`src/rtl/core/mdvd_pkg.sv`:
```
package mdvd_pkg;

  typedef enum logic [3:0] {
    PH_VCNT,
    PH_VQUANT,
    PH_VERT,
    PH_EQUANT,
    PH_ETC,
    PH_TCNT,
    PH_TQU,
    PH_TQV,
    PH_TC,
    PH_FCNT,
    PH_FACE,
    PH_FTC
  } phase_t;

  localparam logic [2:0] KIND_VERT = 3'd0;
  localparam logic [2:0] KIND_ETC  = 3'd1;
  localparam logic [2:0] KIND_ITC  = 3'd2;
  localparam logic [2:0] KIND_FACE = 3'd3;
  localparam logic [2:0] KIND_FTC  = 3'd4;
  localparam logic [2:0] KIND_END  = 3'd5;

  localparam int unsigned TEX_EXT_BIT = 0;
  localparam int unsigned TEX_INT_BIT = 1;

  localparam logic [7:0] WORD_MORE = 8'h80;
  localparam logic [7:0] WORD_LOW  = 8'h7f;

  localparam logic [1:0] NCOMP_XYZ = 2'd3;
  localparam logic [1:0] NCOMP_UV  = 2'd2;

  typedef logic [1:0]  tex_flags_t;
  typedef logic [7:0]  stream_byte_t;
  typedef logic [14:0] word_t;

  typedef struct packed {
    logic [2:0]         kind;
    logic [1:0]         axis;
    logic signed [31:0] value;
    logic [15:0]        quantizer;
    logic [15:0]        element_index;
    logic               last;
  } result_t;

endpackage

```
`src/rtl/core/mdvd_ifs.sv`:
```
interface mdvd_byte_if;
  import mdvd_pkg::*;

  logic         valid;
  logic         ready;
  stream_byte_t stream_byte;

  modport source (output valid, output stream_byte, input ready);
  modport sink (input valid, input stream_byte, output ready);
endinterface

interface mdvd_result_if;
  import mdvd_pkg::*;

  logic               valid;
  logic               ready;
  logic [2:0]         kind;
  logic [1:0]         axis;
  logic signed [31:0] value;
  logic [15:0]        quantizer;
  logic [15:0]        element_index;
  logic               last;

  modport source (
    output valid, output kind, output axis, output value, output quantizer,
    output element_index, output last, input ready
  );
  modport sink (
    input valid, input kind, input axis, input value, input quantizer,
    input element_index, input last, output ready
  );
endinterface

```
`src/rtl/core/mesh_delta_varint_decoder.sv`:
```
// Submesh body decoder: one raw byte per input transaction on in_chan,
// at most one decoded value per byte on out_chan.
// Bytes are taken into an input register; from there the decode step
// updates counts, quantizers, per-axis accumulators and the face
// high-water mark, and loads the result register when a word completes.
// A result passes through the input register and then the result register.
// Throughput is one byte per cycle while out_chan is ready; the pair of
// registers lets a new byte in while a finished result waits.
// Header bytes and the first byte of two-byte words produce no result.
// A zero face count produces one empty-end result with last set.
// cfg_we/cfg_wdata write texture_flags; write only while no transaction is
// in flight. The flags are looked at when each section ends and on each face word.
// Reset (rst_n low, synchronous) clears all decode state, the flags and
// both valid bits; the block then expects a vertex count.
// When out_chan stalls, the held result stays put, one more byte may sit
// in the input register, and in_chan.ready drops until the result leaves.
// Accumulators wrap at ACCUMULATOR_WIDTH bits; values are sign extended
// or truncated to 32 bits.
module mesh_delta_varint_decoder #(
  parameter int unsigned ACCUMULATOR_WIDTH = 32
) (
  input  logic                  clk,
  input  logic                  rst_n,
  mdvd_byte_if.sink             in_chan,
  mdvd_result_if.source         out_chan,
  input  logic                  cfg_we,
  input  mdvd_pkg::tex_flags_t  cfg_wdata
);
  import mdvd_pkg::*;

  localparam int unsigned AW = ACCUMULATOR_WIDTH;

  tex_flags_t   tex_r;
  stream_byte_t sbyte_r;
  logic         sbyte_vld_r;
  logic         out_vld_r;
  result_t      out_res_r;

  phase_t       phase_r, phase_nxt;
  stream_byte_t pend_byte_r, pend_byte_nxt;
  logic         pend_vld_r, pend_vld_nxt;
  logic [15:0]  vtot_r, vtot_nxt;
  logic [15:0]  ttot_r, ttot_nxt;
  logic [15:0]  ftot_r, ftot_nxt;
  logic [15:0]  item_r, item_nxt;
  logic [1:0]   axis_r, axis_nxt;
  logic [15:0]  quant_vert_r, quant_vert_nxt;
  logic [15:0]  quant_ext_r, quant_ext_nxt;
  logic [15:0]  quant_u_r, quant_u_nxt;
  logic [15:0]  quant_v_r, quant_v_nxt;
  logic [AW-1:0] acc_r [3];
  logic [AW-1:0] acc_nxt [3];
  logic [31:0]  hw_r, hw_nxt;

  logic         stage_go;
  logic         res_vld;
  result_t      res;

  logic [15:0]  v16;
  logic         wd_done;
  word_t        word_w;
  logic [AW-1:0] delta;
  logic [AW-1:0] acc_sum;
  logic signed [63:0] acc_ext;
  logic [31:0]  face_val;
  logic [1:0]   axis_inc;
  logic [15:0]  item_inc;
  logic [1:0]   ncomp;
  logic [15:0]  total;
  logic         axis_wrap;
  logic         sect_done;
  phase_t       ph_after_ext;
  phase_t       ph_after_vert;
  logic         go_enter;
  phase_t       enter_ph;

  assign stage_go       = sbyte_vld_r && (!out_vld_r || out_chan.ready);
  assign in_chan.ready  = !sbyte_vld_r || stage_go;

  assign out_chan.valid         = out_vld_r;
  assign out_chan.kind          = out_res_r.kind;
  assign out_chan.axis          = out_res_r.axis;
  assign out_chan.value         = out_res_r.value;
  assign out_chan.quantizer     = out_res_r.quantizer;
  assign out_chan.element_index = out_res_r.element_index;
  assign out_chan.last          = out_res_r.last;

  // word assembly
  assign v16     = {sbyte_r, pend_byte_r};
  assign wd_done = pend_vld_r || ((sbyte_r & WORD_MORE) == 8'h00);
  assign word_w  = pend_vld_r ? {sbyte_r, pend_byte_r[6:0]} : {7'h00, sbyte_r};

  // zigzag delta and accumulation on the current axis
  assign delta    = AW'(word_w[14:1]) ^ {AW{word_w[0]}};
  assign acc_sum  = acc_r[axis_r] + delta;
  assign acc_ext  = 64'(signed'(acc_sum));
  assign face_val = hw_r - 32'(word_w);

  assign axis_inc  = axis_r + 2'd1;
  assign item_inc  = item_r + 16'd1;
  assign axis_wrap = axis_inc >= ncomp;
  assign sect_done = axis_wrap && (item_inc >= total);

  assign ph_after_ext  = tex_r[TEX_INT_BIT] ? PH_TCNT : PH_FCNT;
  assign ph_after_vert = tex_r[TEX_EXT_BIT] ? PH_EQUANT : ph_after_ext;

  always_comb begin
    case (phase_r)
      PH_VERT, PH_ETC: begin
        ncomp = (phase_r == PH_VERT) ? NCOMP_XYZ : NCOMP_UV;
        total = vtot_r;
      end
      PH_TC: begin
        ncomp = NCOMP_UV;
        total = ttot_r;
      end
      default: begin
        ncomp = NCOMP_XYZ;
        total = ftot_r;
      end
    endcase
  end

  always_comb begin
    phase_nxt      = phase_r;
    pend_byte_nxt  = pend_byte_r;
    pend_vld_nxt   = pend_vld_r;
    vtot_nxt       = vtot_r;
    ttot_nxt       = ttot_r;
    ftot_nxt       = ftot_r;
    item_nxt       = item_r;
    axis_nxt       = axis_r;
    quant_vert_nxt = quant_vert_r;
    quant_ext_nxt  = quant_ext_r;
    quant_u_nxt    = quant_u_r;
    quant_v_nxt    = quant_v_r;
    acc_nxt        = acc_r;
    hw_nxt         = hw_r;
    go_enter       = 1'b0;
    enter_ph       = PH_VCNT;
    res_vld        = 1'b0;
    res            = '0;

    case (phase_r)
      PH_VCNT, PH_VQUANT, PH_EQUANT, PH_TCNT, PH_TQU, PH_TQV, PH_FCNT: begin
        pend_vld_nxt = !pend_vld_r;
        if (!pend_vld_r) begin
          pend_byte_nxt = sbyte_r;
        end else begin
          case (phase_r)
            PH_VCNT: begin
              vtot_nxt  = v16;
              phase_nxt = PH_VQUANT;
            end
            PH_VQUANT: begin
              quant_vert_nxt = v16;
              go_enter       = 1'b1;
              enter_ph       = (vtot_r != 16'd0) ? PH_VERT : ph_after_vert;
            end
            PH_EQUANT: begin
              quant_ext_nxt = v16;
              go_enter      = 1'b1;
              enter_ph      = (vtot_r != 16'd0) ? PH_ETC : ph_after_ext;
            end
            PH_TCNT: begin
              ttot_nxt  = v16;
              phase_nxt = PH_TQU;
            end
            PH_TQU: begin
              quant_u_nxt = v16;
              phase_nxt   = PH_TQV;
            end
            PH_TQV: begin
              quant_v_nxt = v16;
              go_enter    = 1'b1;
              enter_ph    = (ttot_r != 16'd0) ? PH_TC : PH_FCNT;
            end
            default: begin
              ftot_nxt = v16;
              go_enter = 1'b1;
              if (v16 != 16'd0) begin
                enter_ph = PH_FACE;
              end else begin
                enter_ph  = PH_VCNT;
                res_vld   = 1'b1;
                res.kind  = KIND_END;
                res.last  = 1'b1;
              end
            end
          endcase
        end
      end

      PH_VERT, PH_ETC, PH_TC, PH_FACE, PH_FTC: begin
        pend_vld_nxt = !pend_vld_r && ((sbyte_r & WORD_MORE) != 8'h00);
        if (!pend_vld_r) begin
          pend_byte_nxt = sbyte_r;
        end
        if (wd_done) begin
          res_vld           = 1'b1;
          res.axis          = axis_r;
          res.element_index = item_r;
          if (axis_wrap) begin
            axis_nxt = 2'd0;
            item_nxt = item_inc;
          end else begin
            axis_nxt = axis_inc;
          end
          case (phase_r)
            PH_VERT, PH_ETC, PH_TC: begin
              acc_nxt[axis_r] = acc_sum;
              res.value       = acc_ext[31:0];
              case (phase_r)
                PH_VERT: begin
                  res.kind      = KIND_VERT;
                  res.quantizer = quant_vert_r;
                  enter_ph      = ph_after_vert;
                end
                PH_ETC: begin
                  res.kind      = KIND_ETC;
                  res.quantizer = quant_ext_r;
                  enter_ph      = ph_after_ext;
                end
                default: begin
                  res.kind      = KIND_ITC;
                  res.quantizer = axis_r[0] ? quant_v_r : quant_u_r;
                  enter_ph      = PH_FCNT;
                end
              endcase
              go_enter = sect_done;
            end
            default: begin
              res.value = face_val;
              if (word_w == '0) begin
                hw_nxt = hw_r + 32'd1;
              end
              go_enter = sect_done;
              if (phase_r == PH_FACE) begin
                res.kind = KIND_FACE;
                if (tex_r[TEX_INT_BIT]) begin
                  enter_ph = PH_FTC;
                end else begin
                  enter_ph = PH_VCNT;
                  res.last = sect_done;
                end
              end else begin
                res.kind = KIND_FTC;
                enter_ph = PH_VCNT;
                res.last = sect_done;
              end
            end
          endcase
        end
      end

      default: begin
        pend_vld_nxt = 1'b0;
        go_enter     = 1'b1;
        enter_ph     = PH_VCNT;
      end
    endcase

    if (go_enter) begin
      phase_nxt = enter_ph;
      item_nxt  = '0;
      axis_nxt  = '0;
      acc_nxt   = '{default: '0};
      hw_nxt    = '0;
    end
  end

  always_ff @(posedge clk) begin
    if (!rst_n) begin
      tex_r        <= '0;
      sbyte_vld_r  <= 1'b0;
      out_vld_r    <= 1'b0;
      phase_r      <= PH_VCNT;
      pend_byte_r  <= '0;
      pend_vld_r   <= 1'b0;
      vtot_r       <= '0;
      ttot_r       <= '0;
      ftot_r       <= '0;
      item_r       <= '0;
      axis_r       <= '0;
      quant_vert_r <= '0;
      quant_ext_r  <= '0;
      quant_u_r    <= '0;
      quant_v_r    <= '0;
      acc_r        <= '{default: '0};
      hw_r         <= '0;
    end else begin
      if (cfg_we) begin
        tex_r <= cfg_wdata;
      end
      if (in_chan.valid && in_chan.ready) begin
        sbyte_vld_r <= 1'b1;
      end else if (stage_go) begin
        sbyte_vld_r <= 1'b0;
      end
      if (stage_go) begin
        out_vld_r <= res_vld;
      end else if (out_chan.ready) begin
        out_vld_r <= 1'b0;
      end
      if (stage_go) begin
        phase_r      <= phase_nxt;
        pend_byte_r  <= pend_byte_nxt;
        pend_vld_r   <= pend_vld_nxt;
        vtot_r       <= vtot_nxt;
        ttot_r       <= ttot_nxt;
        ftot_r       <= ftot_nxt;
        item_r       <= item_nxt;
        axis_r       <= axis_nxt;
        quant_vert_r <= quant_vert_nxt;
        quant_ext_r  <= quant_ext_nxt;
        quant_u_r    <= quant_u_nxt;
        quant_v_r    <= quant_v_nxt;
        acc_r        <= acc_nxt;
        hw_r         <= hw_nxt;
      end
    end
  end

  always_ff @(posedge clk) begin
    if (in_chan.valid && in_chan.ready) begin
      sbyte_r <= in_chan.stream_byte;
    end
    if (stage_go && res_vld) begin
      out_res_r <= res;
    end
  end

endmodule

```
`src/flat_wrapper.sv`:
```
// flat-port wrapper written by rule: the top's interface ports become plain ports
module mesh_delta_varint_decoder_flat import mdvd_pkg::*;
#(
  parameter int unsigned ACCUMULATOR_WIDTH = 32
)
  (clk, rst_n, cfg_we, cfg_wdata, in_chan_valid, in_chan_stream_byte, in_chan_ready, out_chan_valid, out_chan_kind, out_chan_axis, out_chan_value, out_chan_quantizer, out_chan_element_index, out_chan_last, out_chan_ready);
  mdvd_byte_if in_chan_i ();
  mdvd_result_if out_chan_i ();
  input  logic clk;
  input  logic rst_n;
  input  logic cfg_we;
  input  mdvd_pkg::tex_flags_t cfg_wdata;
  input wire logic [$bits(in_chan_i.valid)-1:0] in_chan_valid;
  input wire logic [$bits(in_chan_i.stream_byte)-1:0] in_chan_stream_byte;
  output wire logic [$bits(in_chan_i.ready)-1:0] in_chan_ready;
  output wire logic [$bits(out_chan_i.valid)-1:0] out_chan_valid;
  output wire logic [$bits(out_chan_i.kind)-1:0] out_chan_kind;
  output wire logic [$bits(out_chan_i.axis)-1:0] out_chan_axis;
  output wire logic [$bits(out_chan_i.value)-1:0] out_chan_value;
  output wire logic [$bits(out_chan_i.quantizer)-1:0] out_chan_quantizer;
  output wire logic [$bits(out_chan_i.element_index)-1:0] out_chan_element_index;
  output wire logic [$bits(out_chan_i.last)-1:0] out_chan_last;
  input wire logic [$bits(out_chan_i.ready)-1:0] out_chan_ready;
  assign in_chan_i.valid = in_chan_valid;
  assign in_chan_i.stream_byte = in_chan_stream_byte;
  assign in_chan_ready = in_chan_i.ready;
  assign out_chan_valid = out_chan_i.valid;
  assign out_chan_kind = out_chan_i.kind;
  assign out_chan_axis = out_chan_i.axis;
  assign out_chan_value = out_chan_i.value;
  assign out_chan_quantizer = out_chan_i.quantizer;
  assign out_chan_element_index = out_chan_i.element_index;
  assign out_chan_last = out_chan_i.last;
  assign out_chan_i.ready = out_chan_ready;
  mesh_delta_varint_decoder #(.ACCUMULATOR_WIDTH(ACCUMULATOR_WIDTH)) u_core (.clk(clk), .rst_n(rst_n), .in_chan(in_chan_i), .out_chan(out_chan_i), .cfg_we(cfg_we), .cfg_wdata(cfg_wdata));
endmodule
```
`config.mk`:
```
export PLATFORM = sky130hd
export DESIGN_NAME = mesh_delta_varint_decoder_flat
export DESIGN_NICKNAME = d
export VERILOG_FILES = /design/src/rtl/core/mdvd_pkg.sv /design/src/rtl/core/mdvd_ifs.sv /design/src/rtl/core/mesh_delta_varint_decoder.sv /design/src/flat_wrapper.sv
export SDC_FILE = /design/constraint.sdc
export NUM_CORES = 1
export LEC_CHECK = 0
export BUFFER_PORTS_ARGS = -buffer_cell sky130_fd_sc_hd__buf_2
export CORE_UTILIZATION = 30
export CTS_CLUSTER_SIZE = 28
export DETAILED_ROUTE_END_ITERATION = 7
export GPL_ROUTABILITY_DRIVEN = 0
export HOLD_SLACK_MARGIN = 0.05
export PLACE_DENSITY = 0.49
export SYNTH_ARGS = -nofsm -noshare
export SYNTH_HDL_FRONTEND = slang
export SYNTH_SLANG_ARGS = --single-unit
```
`constraint.sdc`:
```
create_clock -name clk -period 9.7 [get_ports clk]
set_input_delay 1.94 -clock clk [delete_from_list [all_inputs] [get_ports clk]]
set_output_delay 1.94 -clock clk [all_outputs]
set_load 0.005 [all_outputs]
```
==> impl_metrics.ini, run 1 <==
[timing]
fin_crit_ps = 5460
worst_pin_slew_ps = 1070
finalHoldViolCount = 0
clock.fmax_mhz = 183
maxSlewViolCount = 0
rsz0062_at_grt = no
min_period_over_period_pct = 56.2
setup_tns_ps = 0
skew_ps = 28.8
layout_setup_ws_ps = 4240
relSlewSlack_pct = 28.2
setup_viol = 0

[setup_path]
required_ps = 10160
critical_path_class = reg -> reg
timing.critical_path.slowest_cell_delay_ps = 850
worst-path-max-fanout = 26
cp_cell_sequence = xnor2_1 -> nor3_2 -> a22o_1 -> a21oi_1 -> ha_1 -> nand4_1 -> nor4_1 -> a32oi_1 -> and4b_1 -> nor2_2 -> buf_4 -> o21ai_1 -> buf_4 -> nor4_1 -> nand3_1 -> mux2i_1
worstPathArrival_ps = 5910
slowest_stage = nor3_2
cp-start-kind = flop
end_kind = flop

[synth]
netlist_area_um2 = 18000
synth_seq_cells = 353
muxShareOfSynthArea_pct = 4.36
async_flop_share_pct = 0
synth_simple_gate_area_share_pct = 20.5
synth_enable_flop_cells = 78
yosysWarnings = 0
yosys.area_share.adder_pct = 5.02
ys_seq_area_share_pct = 43.6
synth-compound-area-share_pct = 18.5
synth_xor_area_share_pct = 4.48
syn_nets = 2240
synth_cell_types = 65
synth_top_family_by_area = simple AND/OR/NAND/NOR gates
avgSynthCellArea_um2 = 8.35
synthFlopType = dfxtp_1
synthCells = 2154

[drt]
drc = 16
num_vias = 15600
totalWireLength_um = 55900
postRouteAntennaNets = 0
drt_iter0_drc = 1050
wl_per_cell_um = 18.8
vias_per_cell = 5.25
drt_pass1_iterations = 7

[final_layout]
area_delta_synth_final_pct = 14.4
final_layout_size_suffix_gt1_share_pct = 9.94
num_antenna_cells = 0
final_cell_count_no_fill = 2977
fill_cells = 6085
fin_util_pct = 34.8
layout.nets = 2258

[power_and_ir_drop]
p_leak_nw = 7.66
peakVddDrop_mv = 0.109
powerDensity_nw_per_um2 = 165
p_total_mw = 3.40

[flow_run]
max-cap-violations = 0

[clock_tree]
cts_tree = done
cts_buffer_depth = 3
cts.clk_slew.worst_paths_ps = 60
hold_buffers = 0
cts_root_buf = clkbuf_16
numClockSinks = 353
cts_inserted_buffers = 41
cts_resized = 0
post_cts_buffers = 0
clk-insertion-delay-late_ps = 590
htreeDepth = 2

[grt]
grt_max_degree = 79
grt_usage_pct = 18.3
grt_overflow_total = 0
antenna_found_initial = 3
grt_pass1_vias = 15400
grt_pass1_wl_um = 87100

[run_status]
outcome = complete, but fails checks
violations = design-rule violations

[floorplanning]
chipWidth_um = 247
num_rows = 89
fp.dieH_um = 247
die-area_um2 = 60900
ios = 87
start_util_pct = 30.4
core_area_um2 = 59100

[place]
place_inst = 2902
place_hpwl_um = 38700
io_buffers = 86
place_ws_ps = 4310

[hold_path]
min_path_type = reg -> reg
==> layer usage <==
metal | vias up | global-route usage, % | part of all wire, %
li1 | 7625 | - | -
met4 | 2 | 6.66 | 3.1
met5 | - | 0 | 0.018
met1 | 7491 | 23.1 | 44
met3 | 98 | 3.04 | 5.2
met2 | 404 | 31.0 | 48
==> flip-flops by register name, indices dropped and copies added (netlist names), 4 cells and up <==
name,flops
u_core.quant_ext_r,16
u_core.item_r,16
u_core.out_chan.value,32
u_core.ftot_r,16
u_core.quant_vert_r,16
u_core.out_chan.element_index,16
u_core.quant_u_r,16
u_core.ttot_r,16
u_core.quant_v_r,16
u_core.phase_r,4
u_core.sbyte_r,8
u_core.out_chan.quantizer,16
u_core.pend_byte_r,8
u_core.vtot_r,16
u_core.hw_r,32
u_core.acc_r,96
==> power by group <==
part           switching (mW)  internal [mW]
combinational           0.151         0.0650
sequential             0.0175           1.50
clock                   0.678          0.983
total                   0.846           2.55
==> cells in the mapped netlist (5+ instances only) <==
| cell type | n | share of area (%) |
|---|---|---|
| a22o_1 | 42 | 2.0 |
| nand2b_1 | 23 | 0.80 |
| a21o_1 | 12 | 0.50 |
| ha_1 | 69 | 4.8 |
| nand3b_1 | 10 | 0.42 |
| dfxtp_1 | 275 | 31 |
| or3_1 | 16 | 0.56 |
| edfxtp_1 | 78 | 13 |
| a22oi_1 | 7 | 0.29 |
| or4_1 | 5 | 0.21 |
| nor3_1 | 28 | 0.78 |
| and3_1 | 39 | 1.4 |
| o22ai_1 | 20 | 0.70 |
| nand4_1 | 13 | 0.45 |
| o211ai_1 | 11 | 0.46 |
| and2_1 | 8 | 0.28 |
| nand2_1 | 433 | 9.0 |
| mux2i_1 | 57 | 3.2 |
| clkbuf_1 | 129 | 2.7 |
| a31oi_1 | 10 | 0.35 |
| nor4_1 | 22 | 0.77 |
| mux2_2 | 19 | 1.2 |
| xnor2_1 | 60 | 2.9 |
| o21a_1 | 11 | 0.46 |
| o21ai_0 | 141 | 3.9 |
| nor2_1 | 174 | 3.6 |
| o31ai_1 | 5 | 0.21 |
| o21ai_1 | 15 | 0.42 |
| a21oi_1 | 223 | 6.2 |
| a222oi_1 | 16 | 0.89 |
| inv_1 | 29 | 0.61 |
| xor2_1 | 32 | 1.6 |
| nor2b_1 | 15 | 0.52 |
| nand3_1 | 39 | 1.1 |
| buf_1 | 7 | 0.15 |
| a211oi_1 | 15 | 0.63 |
==> area by class of cell <==
cell class              instances  area (um2)  area share, %
flip-flops and latches        353        7850           38.2
well taps                     773         967           4.70
repair buffers                113         633           3.08
inverters                      30         115          0.559
multi-input cells            1633        9560           46.5
clock buffers                  51        1100           5.36
clock inverters                24         348           1.69
==> through the flow <==
step,instance area (um2),hold WS (ps)
floorplan,18000,424
global placement,19100,434
detailed placement,19100,441
CTS,20600,455
global route,20600,466
finish,20600,450
==> worst paths after layout <==
kind	to	from	cells past startpoint	slack, ps
max	u_core.hw_r[31]	u_core.phase_r[1]	16	4240
max reg2reg	u_core.hw_r[31]	u_core.phase_r[1]	16	4240
min reg2reg	u_core.quant_v_r[4]	u_core.quant_v_r[4]	2	450
min	u_core.quant_v_r[4]	u_core.quant_v_r[4]	2	450
==> placed cells by master (no fill, tap or decap), drive strengths merged, types with 39 or more instances in the layout <==
| cell | instances |
|---|---|
| a21oi | 223 |
| a22o | 42 |
| and3 | 39 |
| buf | 113 |
| clkbuf | 51 |
| dfxtp | 275 |
| edfxtp | 78 |
| ha | 69 |
| mux2i | 57 |
| nand2 | 433 |
| nand3 | 39 |
| nor2 | 176 |
| o21ai | 156 |
| xnor2 | 60 |
==> critical path, delay by kind of cell, from the launching register on <==
kind                       cells  cell delay [ps]
AOI/OAI and AO/OA              4              580
DFF                            1              840
buffers and inverters          2              560
muxes                          1              140
adders and majority gates      1              330
and+or+nand+nor                7             2610
xor gates and xnor gates       1              230
==> cell families (layout without fill, tap and decap cells) <==
kind of cell / Yosys count / after routing
simple gates: 839 / 839
fa+ha+maj: 71 / 71
compound gates: 555 / 555
flops: 353 / 353
xor+xnor: 92 / 92
buf+inv: 168 / 218
mux: 76 / 76
Power figures use the tool's default switching activity.
==> inputs of run 2 (changes only) <==
==> constraint.sdc (replaced) <==
create_clock -name clk -period 5.18 [get_ports clk]
set_input_delay 1.036 -clock clk [delete_from_list [all_inputs] [get_ports clk]]
set_output_delay 1.036 -clock clk [all_outputs]
set_load 0.005 [all_outputs]
==> impl_metrics.ini, run 2 (same netlist as run 1, synthesis figures left out) <==
[run_status]
outcome = complete, but fails checks
violations = design-rule violations

[setup_path]
reg2reg_setup_slack_ps = 700
worstPathArrival_ps = 4940
critical_path_class = reg -> reg
end_kind = flop
critical_path.endpoint = u_core.hw_r[31]
reg2reg_depth = 17
timing.critical_path.slowest_cell_delay_ps = 440
required_ps = 5650
r2r-start = u_core.item_r[0]
crit_path_start = u_core.item_r[0]
critPathBufInv = 1
worst-path-max-fanout = 25
crit_path_frequent_cell = and3_1
rr_endpoint = u_core.hw_r[31]
slowest_stage = nor4_1
critical_path_depth = 17
cp_cell_sequence = and3_1 -> and3_1 -> and3_1 -> and3_1 -> nand3_1 -> xnor2_1 -> ha_1 -> nand4_1 -> nor4_1 -> a32oi_1 -> and4b_1 -> nor2_4 -> o21ai_1 -> buf_4 -> nor4_1 -> nand3_1 -> mux2i_1
cp_top_family = simple AND/OR/NAND/NOR gates
cp-start-kind = flop

[timing]
finalHoldViolCount = 0
clock.fmax_mhz = 223
rsz0062_at_grt = no
fin_crit_ps = 4480
maxSlewViolCount = 0
setup_tns_ps = 0
worst_pin_slew_ps = 1040
relSlewSlack_pct = 30.5
min_period_over_period_pct = 86.4
skew_ps = 27.7
setup_viol = 0

[floorplanning]
num_rows = 89
die-area_um2 = 60900
fp.dieH_um = 247
ios = 87
start_util_pct = 30.4
chipWidth_um = 247
core_area_um2 = 59100

[drt]
postRouteAntennaNets = 0
drt_pass1_iterations = 8
wl_per_cell_um = 18.8
num_vias = 15700
vias_per_cell = 5.24
drc = 16
totalWireLength_um = 56500
drt_iter0_drc = 1229

[power_and_ir_drop]
p_leak_nw = 7.78
peakVddDrop_mv = 0.178
powerDensity_nw_per_um2 = 309

[final_layout]
regArea_um2 = 7850
top_register = u_core.acc_r
area_delta_synth_final_pct = 15.6
fill_cells = 6114
final_area_um2 = 20800
layout.nets = 2283
layout_commonest_cell = nand2_1
final_cell_count_no_fill = 3004
multi_input_area_um2 = 9560
final_layout_size_suffix_gt1_share_pct = 10.8
num_antenna_cells = 0
layout_common_cells = 433 x nand2_1, 274 x dfxtp_1, 219 x a21oi_1, 173 x nor2_1, 141 x o21ai_0
largest_reg_flops = 96

[clock_tree]
cts.clk_slew.worst_paths_ps = 60
clk-insertion-delay-late_ps = 600
cts_root_buf = clkbuf_16
post_cts_buffers = 0
htreeDepth = 2
cts_inserted_buffers = 42
cts_resized = 0
cts_tree = done
hold_buffers = 0
numClockSinks = 353
cts_buffer_depth = 3

[place]
place_inst = 2926
io_buffers = 86
place_area_um2 = 19300
place_hpwl_um = 39200

[grt]
antenna_found_initial = 1
grt_usage_pct = 18.5
grt_max_degree = 78
grt_pass1_vias = 15100
grt_overflow_total = 0
grt_pass1_wl_um = 87700

[hold_path]
min_path_type = reg -> reg

[flow_run]
max-cap-violations = 0
run 2: changes by cell type in the layout (fill, tap and decap cells not counted), moves of 2 or more:
cell	previous run	this run
buf_4	27	50
clkbuf_16	41	43
clkinv_1	0	4
clkinv_2	6	4
clkinv_4	4	0
clkinv_8	2	0
clkinvlp_4	3	5
run 2: metrics by stage:
step                setup WS [ps]  hold slack (ps)  power (mW)  util [%]
floorplan                     908              424        3.17         -
global placement              588              433        3.33      32.7
detailed placement            551              441        3.33      32.7
CTS                           538              454        6.51      35.2
global route                 90.6              471        6.66      35.2
finish                        703              450        6.44      35.2
run 2: area by class of cell:
type | count | share of cell area [%]
clock buffer | 53 | 5.50
clock inverter | 25 | 1.59
inverter | 30 | 0.553
multi-input combinational | 1633 | 46.0
sequential | 353 | 37.8
tap | 773 | 4.65
timing repair buffer | 137 | 3.97
run 2: how the worst min path moves through the flow:
| stage | to | depth (start not counted) | slack (ps) | start |
|---|---|---|---|---|
| 2_1_floorplan | u_core.acc_r[64] | 2 | 420 | u_core.acc_r[64] |
| 3_3_place_gp | u_core.acc_r[10] | 2 | 430 | u_core.acc_r[10] |
| 3_5_place_dp | u_core.acc_r[5] | 2 | 440 | u_core.acc_r[5] |
| 4_1_cts | u_core.quant_vert_r[6] | 2 | 450 | u_core.quant_vert_r[6] |
| 5_1_grt | u_core.quant_ext_r[15] | 2 | 470 | u_core.quant_ext_r[15] |
| 6_report | u_core.acc_r[93] | 2 | 450 | u_core.acc_r[93] |
run 2: power breakdown:
group	total, mW	switching [mW]	internal, mW	leakage [nW]
Sequential	2.84	0.0192	2.82	3.02
Combinational	0.439	0.309	0.130	4.06
Clock	3.16	1.27	1.89	0.702
run 2: worst min-delay path, cell delays in order, from the launching register on:
cell and delay [ps]:
dfxtp_1 320, nand2_1 40, o21ai_0 50
run 2: layer usage:
metal	track usage (%)	vias to the layer above	wire length [um]
li1	-	7685	-
met1	24.4	7508	26000
met2	31.0	449	26400
met3	2.56	97	2850
met4	5.54	2	1330
met5	0	-	13
